===== src/design/sdlrs_pkg.sv =====
// shared types and constants for the sequence dedup, loss and rssi statistics block
// no dependencies
package sdlrs_pkg;

	localparam int SEQ_W      = 12;
	localparam int BYTES_W    = 12;
	localparam int CHAIN_W    = 3;
	localparam int RSSI_W     = 8;
	localparam int CNT_W      = 32;
	localparam int SUM_W      = 40;
	localparam int NUM_CHAINS = 4;
	localparam int MAX_CHAINS = 4;
	localparam int QDEPTH     = 4;
	localparam int QPTR_W     = $clog2(QDEPTH);

	localparam logic [CHAIN_W-1:0] CHAIN_LIMIT =
		CHAIN_W'((NUM_CHAINS < MAX_CHAINS) ? NUM_CHAINS : MAX_CHAINS);

	localparam logic signed [RSSI_W-1:0] RSSI_ABSENT = 8'sh80;
	localparam logic signed [RSSI_W-1:0] RSSI_MIN_RST = 8'sh7f;
	localparam logic signed [RSSI_W-1:0] RSSI_MAX_RST = 8'sh81;
	localparam logic signed [RSSI_W-1:0] RSSI_FLOOR = 8'sh81;

	localparam logic CMD_FRAME  = 1'b0;
	localparam logic CMD_REPORT = 1'b1;

	typedef logic signed [RSSI_W-1:0] rssi_t;

	typedef struct packed {
		logic               is_report;
		logic               is_dup;
		logic [SEQ_W-1:0]   gap;
		logic [BYTES_W-1:0] bytes;
		logic               rssi_ok;
		rssi_t              rssi_best;
	} entry_t;

endpackage


===== src/design/seq_dedup_loss_rssi_stats_top.sv =====
// top level of the duplicate filter and link statistics block
// depends on sdlrs_pkg, sdlrs_front, sdlrs_queue, sdlrs_back
//
// input channel: in_valid / in_stall, one word per frame (cmd 0) or report request (cmd 1)
// output channel: out_valid / out_stall, exactly one result word per input word, in order
// a frame is classified in the cycle it is accepted: the 128-bit seen window slides,
// the frame is checked and marked, the sequence gap and best chain rssi are formed
// the classified word waits in a four-entry queue for the counter stage
// the counter stage updates the period totals and loads the output register
// an accepted word is written into the queue and then loaded into the output register
// throughput: one word per cycle when no stall holds, set by the window update in front
// and the counter update in back
// in_stall rises only when the queue holds four words; out_stall holds the
// output register and the queue soaks up the next words meanwhile
// reset clears the window, sequence tracking, counters and queue; rssi min/max
// restart at 127 / -127 and a report with no samples shows 0 for both
module seq_dedup_loss_rssi_stats_top import sdlrs_pkg::*; #(
	parameter int WINDOW_BITS = 128
) (
	input  logic               clk,
	input  logic               arst_n,
	input  logic               in_valid,
	output logic               in_stall,
	input  logic               cmd,
	input  logic [SEQ_W-1:0]   seq_num,
	input  logic [BYTES_W-1:0] payload_bytes,
	input  logic [CHAIN_W-1:0] chain_count,
	input  rssi_t              rssi_chain0,
	input  rssi_t              rssi_chain1,
	input  rssi_t              rssi_chain2,
	input  rssi_t              rssi_chain3,
	output logic               out_valid,
	input  logic               out_stall,
	output logic               is_report,
	output logic               is_duplicate,
	output logic [CNT_W-1:0]   packet_count,
	output logic [CNT_W-1:0]   lost_count,
	output logic [CNT_W-1:0]   byte_count,
	output rssi_t              rssi_low,
	output rssi_t              rssi_high,
	output logic [SUM_W-1:0]   rssi_total,
	output logic [CNT_W-1:0]   rssi_sample_count
);

	logic   accept;
	logic   q_full;
	logic   q_empty;
	logic   q_pop;
	entry_t front_entry;
	entry_t back_entry;

	assign in_stall = q_full;
	assign accept   = in_valid && !q_full;

	sdlrs_front #(
		.WINDOW_BITS(WINDOW_BITS)
	) u_front (
		.clk          (clk),
		.arst_n       (arst_n),
		.accept       (accept),
		.cmd          (cmd),
		.seq_num      (seq_num),
		.payload_bytes(payload_bytes),
		.chain_count  (chain_count),
		.rssi_chain0  (rssi_chain0),
		.rssi_chain1  (rssi_chain1),
		.rssi_chain2  (rssi_chain2),
		.rssi_chain3  (rssi_chain3),
		.entry        (front_entry)
	);

	sdlrs_queue u_queue (
		.clk      (clk),
		.arst_n   (arst_n),
		.push     (accept),
		.push_data(front_entry),
		.full     (q_full),
		.pop      (q_pop),
		.pop_data (back_entry),
		.empty    (q_empty)
	);

	sdlrs_back u_back (
		.clk              (clk),
		.arst_n           (arst_n),
		.entry            (back_entry),
		.q_empty          (q_empty),
		.q_pop            (q_pop),
		.out_valid        (out_valid),
		.out_stall        (out_stall),
		.is_report        (is_report),
		.is_duplicate     (is_duplicate),
		.packet_count     (packet_count),
		.lost_count       (lost_count),
		.byte_count       (byte_count),
		.rssi_low         (rssi_low),
		.rssi_high        (rssi_high),
		.rssi_total       (rssi_total),
		.rssi_sample_count(rssi_sample_count)
	);

endmodule


===== src/design/sdlrs_queue.sv =====
// short fifo of classified words between the front and back parts
// depends on sdlrs_pkg
module sdlrs_queue import sdlrs_pkg::*; (
	input  logic   clk,
	input  logic   arst_n,
	input  logic   push,
	input  entry_t push_data,
	output logic   full,
	input  logic   pop,
	output entry_t pop_data,
	output logic   empty
);

	entry_t              mem_q [QDEPTH];
	logic [QPTR_W-1:0]   wr_ptr_q;
	logic [QPTR_W-1:0]   rd_ptr_q;
	logic [QPTR_W:0]     count_q;

	assign full     = (count_q == (QPTR_W+1)'(QDEPTH));
	assign empty    = (count_q == '0);
	assign pop_data = mem_q[rd_ptr_q];

	always_ff @(posedge clk) begin
		if (push) begin
			mem_q[wr_ptr_q] <= push_data;
		end
	end

	always_ff @(posedge clk or negedge arst_n) begin
		if (!arst_n) begin
			wr_ptr_q <= '0;
			rd_ptr_q <= '0;
			count_q  <= '0;
		end else begin
			if (push) begin
				wr_ptr_q <= wr_ptr_q + 1'b1;
			end
			if (pop) begin
				rd_ptr_q <= rd_ptr_q + 1'b1;
			end
			if (push && !pop) begin
				count_q <= count_q + 1'b1;
			end else if (pop && !push) begin
				count_q <= count_q - 1'b1;
			end
		end
	end

`ifndef ASSERT_OFF
	a_no_push_full: assert property (@(posedge clk) disable iff (!arst_n) push |-> !full)
		else $error("push into full queue");
	a_no_pop_empty: assert property (@(posedge clk) disable iff (!arst_n) pop |-> !empty)
		else $error("pop from empty queue");
	a_count_hold: assert property (@(posedge clk) disable iff (!arst_n)
		(push && pop) |=> count_q == $past(count_q))
		else $error("queue count moved on push and pop");
`endif

endmodule


===== src/design/sdlrs_front.sv =====
// front part: duplicate window, sequence gap and best chain rssi per frame
// depends on sdlrs_pkg
module sdlrs_front import sdlrs_pkg::*; #(
	parameter int WINDOW_BITS = 128
) (
	input  logic               clk,
	input  logic               arst_n,
	input  logic               accept,
	input  logic               cmd,
	input  logic [SEQ_W-1:0]   seq_num,
	input  logic [BYTES_W-1:0] payload_bytes,
	input  logic [CHAIN_W-1:0] chain_count,
	input  rssi_t              rssi_chain0,
	input  rssi_t              rssi_chain1,
	input  rssi_t              rssi_chain2,
	input  rssi_t              rssi_chain3,
	output entry_t             entry
);

	localparam int IDX_W = $clog2(WINDOW_BITS);

	logic [WINDOW_BITS-1:0] win_q;
	logic [SEQ_W-1:0]       base_q;
	logic                   seen_q;
	logic [SEQ_W-1:0]       next_exp_q;

	logic [SEQ_W-1:0]       seq_ofs;
	logic [SEQ_W-1:0]       shift;
	logic                   far;
	logic [WINDOW_BITS-1:0] win_moved;
	logic [IDX_W-1:0]       bit_idx;
	logic                   dup;
	logic [CHAIN_W-1:0]     nch;
	rssi_t                  chains [NUM_CHAINS];
	rssi_t                  best;
	logic                   rssi_ok;
	logic                   is_frame;

	assign is_frame = accept && (cmd == CMD_FRAME);
	assign seq_ofs  = seq_num - base_q;
	assign far      = (seq_ofs >= SEQ_W'(WINDOW_BITS));
	assign shift    = seq_ofs - SEQ_W'(WINDOW_BITS - 1);

	always_comb begin
		win_moved = win_q;
		bit_idx   = seq_ofs[IDX_W-1:0];
		if (far) begin
			bit_idx = IDX_W'(WINDOW_BITS - 1);
			if (shift >= SEQ_W'(WINDOW_BITS)) begin
				win_moved = '0;
			end else begin
				win_moved = win_q >> shift;
			end
		end
	end

	assign dup = win_moved[bit_idx];

	assign chains[0] = rssi_chain0;
	assign chains[1] = rssi_chain1;
	assign chains[2] = rssi_chain2;
	assign chains[3] = rssi_chain3;
	assign nch = (chain_count > CHAIN_LIMIT) ? CHAIN_LIMIT : chain_count;

	always_comb begin
		best    = RSSI_FLOOR;
		rssi_ok = 1'b0;
		for (int c = 0; c < NUM_CHAINS; c++) begin
			if ((CHAIN_W'(c) < nch) && (chains[c] != RSSI_ABSENT)) begin
				rssi_ok = 1'b1;
				if (chains[c] > best) begin
					best = chains[c];
				end
			end
		end
	end

	always_comb begin
		entry           = '0;
		entry.is_report = (cmd == CMD_REPORT);
		entry.is_dup    = dup;
		entry.bytes     = payload_bytes;
		entry.rssi_ok   = rssi_ok;
		entry.rssi_best = best;
		if (seen_q && (seq_num != next_exp_q)) begin
			entry.gap = seq_num - next_exp_q;
		end
	end

	always_ff @(posedge clk or negedge arst_n) begin
		if (!arst_n) begin
			win_q      <= '0;
			base_q     <= '0;
			seen_q     <= 1'b0;
			next_exp_q <= '0;
		end else if (is_frame) begin
			win_q <= win_moved | (WINDOW_BITS'(1) << bit_idx);
			if (far) begin
				base_q <= base_q + shift;
			end
			if (!dup) begin
				seen_q     <= 1'b1;
				next_exp_q <= seq_num + 1'b1;
			end
		end
	end

endmodule


===== src/design/sdlrs_back.sv =====
// back part: period counters, rssi statistics and the output register
// depends on sdlrs_pkg
module sdlrs_back import sdlrs_pkg::*; (
	input  logic             clk,
	input  logic             arst_n,
	input  entry_t           entry,
	input  logic             q_empty,
	output logic             q_pop,
	output logic             out_valid,
	input  logic             out_stall,
	output logic             is_report,
	output logic             is_duplicate,
	output logic [CNT_W-1:0] packet_count,
	output logic [CNT_W-1:0] lost_count,
	output logic [CNT_W-1:0] byte_count,
	output rssi_t            rssi_low,
	output rssi_t            rssi_high,
	output logic [SUM_W-1:0] rssi_total,
	output logic [CNT_W-1:0] rssi_sample_count
);

	logic [CNT_W-1:0] pkt_q;
	logic [CNT_W-1:0] lost_q;
	logic [CNT_W-1:0] byte_q;
	rssi_t            min_q;
	rssi_t            max_q;
	logic [SUM_W-1:0] sum_q;
	logic [CNT_W-1:0] samples_q;
	logic             out_valid_q;

	logic             load;
	logic             upd;
	logic [CNT_W:0]   pkt_add;
	logic [CNT_W:0]   lost_add;
	logic [CNT_W:0]   byte_add;
	logic [CNT_W:0]   samp_add;
	logic [SUM_W:0]   sum_add;
	logic [SUM_W-1:0] sum_sat;

	assign load  = !q_empty && (!out_valid_q || !out_stall);
	assign q_pop = load;
	assign upd   = load && !entry.is_report && !entry.is_dup;

	assign pkt_add  = {1'b0, pkt_q} + (CNT_W+1)'(1);
	assign lost_add = {1'b0, lost_q} + (CNT_W+1)'(entry.gap);
	assign byte_add = {1'b0, byte_q} + (CNT_W+1)'(entry.bytes);
	assign samp_add = {1'b0, samples_q} + (CNT_W+1)'(1);
	assign sum_add  = {sum_q[SUM_W-1], sum_q}
		+ {{(SUM_W+1-RSSI_W){entry.rssi_best[RSSI_W-1]}}, entry.rssi_best};

	always_comb begin
		sum_sat = sum_add[SUM_W-1:0];
		if (sum_add[SUM_W] != sum_add[SUM_W-1]) begin
			sum_sat = sum_add[SUM_W] ? {1'b1, {(SUM_W-1){1'b0}}} : {1'b0, {(SUM_W-1){1'b1}}};
		end
	end

	always_ff @(posedge clk or negedge arst_n) begin
		if (!arst_n) begin
			pkt_q     <= '0;
			lost_q    <= '0;
			byte_q    <= '0;
			min_q     <= RSSI_MIN_RST;
			max_q     <= RSSI_MAX_RST;
			sum_q     <= '0;
			samples_q <= '0;
		end else if (load && entry.is_report) begin
			pkt_q     <= '0;
			lost_q    <= '0;
			byte_q    <= '0;
			min_q     <= RSSI_MIN_RST;
			max_q     <= RSSI_MAX_RST;
			sum_q     <= '0;
			samples_q <= '0;
		end else if (upd) begin
			pkt_q  <= pkt_add[CNT_W] ? '1 : pkt_add[CNT_W-1:0];
			lost_q <= lost_add[CNT_W] ? '1 : lost_add[CNT_W-1:0];
			byte_q <= byte_add[CNT_W] ? '1 : byte_add[CNT_W-1:0];
			if (entry.rssi_ok) begin
				if (entry.rssi_best < min_q) begin
					min_q <= entry.rssi_best;
				end
				if (entry.rssi_best > max_q) begin
					max_q <= entry.rssi_best;
				end
				sum_q     <= sum_sat;
				samples_q <= samp_add[CNT_W] ? '1 : samp_add[CNT_W-1:0];
			end
		end
	end

	always_ff @(posedge clk or negedge arst_n) begin
		if (!arst_n) begin
			out_valid_q <= 1'b0;
		end else if (load) begin
			out_valid_q <= 1'b1;
		end else if (!out_stall) begin
			out_valid_q <= 1'b0;
		end
	end

	// result payload, frame results carry zero totals
	always_ff @(posedge clk) begin
		if (load) begin
			is_report         <= entry.is_report;
			is_duplicate      <= !entry.is_report && entry.is_dup;
			packet_count      <= entry.is_report ? pkt_q : '0;
			lost_count        <= entry.is_report ? lost_q : '0;
			byte_count        <= entry.is_report ? byte_q : '0;
			rssi_low          <= (entry.is_report && samples_q != '0) ? min_q : '0;
			rssi_high         <= (entry.is_report && samples_q != '0) ? max_q : '0;
			rssi_total        <= entry.is_report ? sum_q : '0;
			rssi_sample_count <= entry.is_report ? samples_q : '0;
		end
	end

	assign out_valid = out_valid_q;

`ifndef ASSERT_OFF
	a_frame_zero: assert property (@(posedge clk) disable iff (!arst_n)
		(out_valid_q && !is_report) |-> (packet_count == '0 && lost_count == '0
		&& byte_count == '0 && rssi_sample_count == '0 && rssi_total == '0))
		else $error("frame result carries totals");
	a_report_clears: assert property (@(posedge clk) disable iff (!arst_n)
		(load && entry.is_report) |=> (pkt_q == '0 && samples_q == '0 && sum_q == '0))
		else $error("report did not clear period");
	a_report_not_dup: assert property (@(posedge clk) disable iff (!arst_n)
		(out_valid_q && is_report) |-> !is_duplicate)
		else $error("report marked duplicate");
`endif

endmodule


===== config.mk =====
export PLATFORM = sky130hd
export DESIGN_NAME = seq_dedup_loss_rssi_stats_top
export DESIGN_NICKNAME = d
export VERILOG_FILES = /design/src/design/sdlrs_pkg.sv /design/src/design/seq_dedup_loss_rssi_stats_top.sv /design/src/design/sdlrs_queue.sv /design/src/design/sdlrs_front.sv /design/src/design/sdlrs_back.sv
export SDC_FILE = /design/constraint.sdc
export NUM_CORES = 2
export LEC_CHECK = 0
export BUFFER_PORTS_ARGS = -buffer_cell sky130_fd_sc_hd__buf_2
export CAP_MARGIN = 10
export CORE_ASPECT_RATIO = 1.2
export CORE_MARGIN = 2
export CORE_UTILIZATION = 50
export DETAILED_ROUTE_END_ITERATION = 6
export GPL_TIMING_DRIVEN = 0
export PLACE_DENSITY = 0.7
export REMOVE_ABC_BUFFERS = 1
export SYNTH_ARGS = -nofsm -noshare
export SYNTH_HDL_FRONTEND = slang
export SYNTH_SLANG_ARGS = --single-unit

===== constraint.sdc =====
create_clock -name clk -period 7 [get_ports clk]
set_clock_uncertainty 0.15 [all_clocks]
set_input_delay 0.7 -clock clk [delete_from_list [all_inputs] [get_ports clk]]
set_output_delay 0.7 -clock clk [all_outputs]
set_load 0.005 [all_outputs]

==> results.md <==
* Status: finished with violations
* Failing checks: design-rule violations, negative setup slack
* Worst reg-to-reg setup slack at -0.19 ns
* Worst setup startpoint: u_front.base_q[0]
* Area growth syn-to-layout at 19.42%
* Port Buffers at approximately 250
* DR iter-0 viols at ~6900
* CP Launch Type: flop
* Initial antenna violation count at 23
* Vias per cell at approximately 7
* Avg Cell Area, Syn at between 9 and 10 sq um
* Clock transition at path regs at about 0.07 ns
* DRT antenna net count at 0
* Overall routing resource usage at 0.4780
* Relative slew slack at 0.04598
* Max-slew violation count at 0
* Top FF cell, synth: dfrtp_1
* Clock Latency Late Sink at between 0.6 and 0.7 ns
* Cell-by-cell listing of the critical path: ha_4 -> inv_1 -> fa_2 -> ha_4 -> inv_2 -> nor4_4 -> buf_8 -> buf_8 -> nor2_4 -> clkinv_8 -> buf_16 -> mux4_2 -> o21ai_0 -> a21oi_1 -> o21ai_1 -> a21oi_1 -> o311ai_0 -> nor2_1 -> nor4_4 -> a21oi_4 -> mux2_1
* Yosys warning total at 0
* Crit-path slowest cell: fa_2
* Crit path max fanout at 29
* Drc violations at 16
* Crit end category: flop
* Sequential area share after synthesis at 0.3962
* Min-delay src: payload_bytes[0]
* Area of placed instances at approximately 50000 sq um
* Post-layout min period at 7.185 ns
* Vias in the first global route at around 43000
* Die area at around 96000 sq um
* Final net count at around 5500
* Leading area contributor after synthesis: edfxtp_1
* Largest net degree at the start of global routing at between 100 and 150
* Top cells by count, synth: nand2_1 (570), o21ai_0 (420), a21oi_1 (371), nor2_1 (348), dfrtp_1 (336)
* Die height at ~340 microns
* WP data arrival at roughly 7.6 ns
* Layout cell share with drive strength beyond 1 at 0.1964
* Worst EP required at around 7.4 ns
* Distinct cells, synth at between 100 and 150
* Grt ovf at 0
* Post-synth EDFFs at 326
* Drt wl/cell at about 35 microns
* Synthesis-stage register bit count at between 600 and 700
* Clock Sinks at roughly 670
* Final number of hold-violating endpoints at 0
* Initial Utilization at 0.5046
* First-pass GRT wire length at between 300000 and 400000 microns
* Final WL at roughly 230000 microns
* Drt first pass iters at 7
* Core ar. at 92200 sq um
* Ys async rst share at 0.5142
* CTS root buf: clkbuf_16
* Routability-driven placement congestion ratio at 1.096
* Tcrit/Tclk final at 1.026
* Final worst setup slack at -0.1853 ns
* Design Area, Final at 55560 sq um
* Worst slew pin tran at roughly 1.4 ns
* I/O Pins at between 200 and 300
* CTS tree: built
* Cell row count at about 120
* WS Path Type: flop to flop
* Total CTS buffers at 74
* Max Cap Violations at 0
* Top cells by area, synth: edfxtp_1 (21%), dfrtp_1 (18%), mux2i_1 (5.6%)
* Max incr delay on CP at ~0.76 ns
* Synth Cell Area at ~47000 sq um
* Final Setup Violations at 36
* Chip Width at roughly 280 microns
* Area share of the largest cell type after synthesis at 0.2104
* Clock tree buffer depth at 3
* FMAX at between 0.1 and 0.15 GHz
* H-tree levels at 3
* Cells after Synth at 5022
* Count leader, synth: nand2_1
* Vias at about 47000
* Final HPWL DP at around 160000 microns
* Reg2reg start: u_front.base_q[0]
* Worst min path class: input pin to flop
* DP Worst Slack at -3.361 ns
-- kinds of logic after synthesis --
kind of cell | after synthesis | share of synthesized area
fa+ha+maj | 153 | 0.04201
compound gates | 1591 | 0.2244
mux | 398 | 0.1095
buf+inv | 503 | 0.04513
flops | 671 | 0.3962
xor+xnor | 113 | 0.02267
simple gates | 1593 | 0.1601
-- layer usage --
metal / share of wire / routed length [microns] / vias up / GRT usage
li1: - / - / 19380 / -
met1: 0.34 / 79170 / 22640 / 0.5490
met2: 0.42 / 97260 / 3677 / 0.6829
met3: 0.13 / 29390 / 1146 / 0.1976
met4: 0.11 / 26220 / 14 / 0.4135
met5: 0.00040 / 92 / - / 0
-- path summary, 6_finish.rpt --
path                                         end  cells past startpoint
hold / removal               u_queue.mem_q[0][9]                      1
min in group asynchronous      u_front.win_q[86]                      2
hold reg to reg                  u_back.max_q[1]                      2
max in group asynchronous        u_back.pkt_q[4]                      3
setup reg to reg           u_front.next_exp_q[0]                     21
setup / recovery           u_front.next_exp_q[0]                     21
-- through the flow --
| stage | TNS, ns | std cells | utilization | hold slack [ns] |
|---|---|---|---|---|
| 2_1_floorplan | -1253.54 | 4682 | - | 0.2544 |
| 3_3_place_gp | -6023.41 | 6173 | 0.5190 | 0.3112 |
| 3_5_place_dp | -234.94 | 6275 | 0.5436 | 0.3265 |
| 4_1_cts | 0 | 6500 | 0.5881 | 0.07710 |
| 5_1_grt | -7.702 | 6565 | 0.6021 | 0.08918 |
| 6_report | -2.653 | 6582 | 0.6026 | 0.09849 |
-- critical path: cells and delay by family, from the launching register on --
| kind | cells | cell delay, ns |
|---|---|---|
| AOI/OAI and AO/OA | 6 | 1.73 |
| and+or+nand+nor | 4 | 1.40 |
| adders and majority gates | 3 | 1.16 |
| buffers and inverters | 6 | 1.08 |
| muxes | 2 | 1.02 |
| DFF | 1 | 0.41 |
-- area by class of cell --
class	count	area [sq um]
Fill cell	7841	36640
Multi-Input combinational cell	3853	27610
Sequential cell	671	18440
Timing Repair Buffer	497	4607
Clock buffer	85	1903
Tap cell	1240	1551
Clock inverter	52	714.4
Inverter	163	686.9
Antenna cell	21	52.55
-- registers in the layout (all words and copies together) (netlist names), 2 cells and up --
register,count
u_back.packet_count,32
u_queue.count_q,3
u_back.rssi_high,8
u_front.next_exp_q,12
u_back.byte_q,32
u_back.sum_q,40
u_back.rssi_sample_count,32
u_front.base_q,12
u_back.rssi_total,40
u_back.rssi_low,8
u_back.min_q,8
u_back.byte_count,32
u_back.samples_q,32
u_back.max_q,8
u_back.lost_q,32
u_back.lost_count,32
u_queue.wr_ptr_q,2
u_queue.rd_ptr_q,2
u_back.pkt_q,32
u_queue.mem_q,140
u_front.win_q,128
-- layout by cell type, fill, tap and decap left out, types with 30 or more instances in the layout --
cell type | Yosys | layout
a31oi_1 | 73 | 72
xor2_1 | 31 | 30
nand3_1 | 145 | 136
dfrtp_1 | 336 | 333
buf_4 | 6 | 119
o211ai_1 | 41 | 41
nand2_1 | 570 | 555
a211oi_1 | 41 | 37
mux2i_1 | 259 | 234
o22ai_1 | 55 | 54
a21o_1 | 41 | 41
and2_1 | 197 | 194
nor3_1 | 96 | 80
buf_2 | 59 | 250
xnor2_1 | 75 | 72
buf_16 | 0 | 30
edfxtp_1 | 326 | 326
buf_12 | 0 | 39
and3_1 | 53 | 49
mux2_2 | 48 | 47
a21oi_1 | 371 | 362
inv_1 | 156 | 149
a221o_1 | 64 | 63
nand4_1 | 30 | 30
a22oi_1 | 80 | 79
nor2_1 | 348 | 320
ha_1 | 145 | 137
a22o_1 | 44 | 44
clkbuf_16 | 0 | 77
mux4_2 | 80 | 80
o21ai_0 | 420 | 401
-- timing repair --
item                                    4_1_cts  5_1_grt
gates resized for setup                     121      132
cloned                                        7        3
hold buffers                                  1        0
buffers inserted                             80       51
endpoints found under the hold margin        44        0
endpoints found under the setup margin      141       49
pin swaps                                    32       38
Power is left out: the tool's default activity adds up to more than one toggle a clock period on the data nets, which glitch-free logic cannot reach.
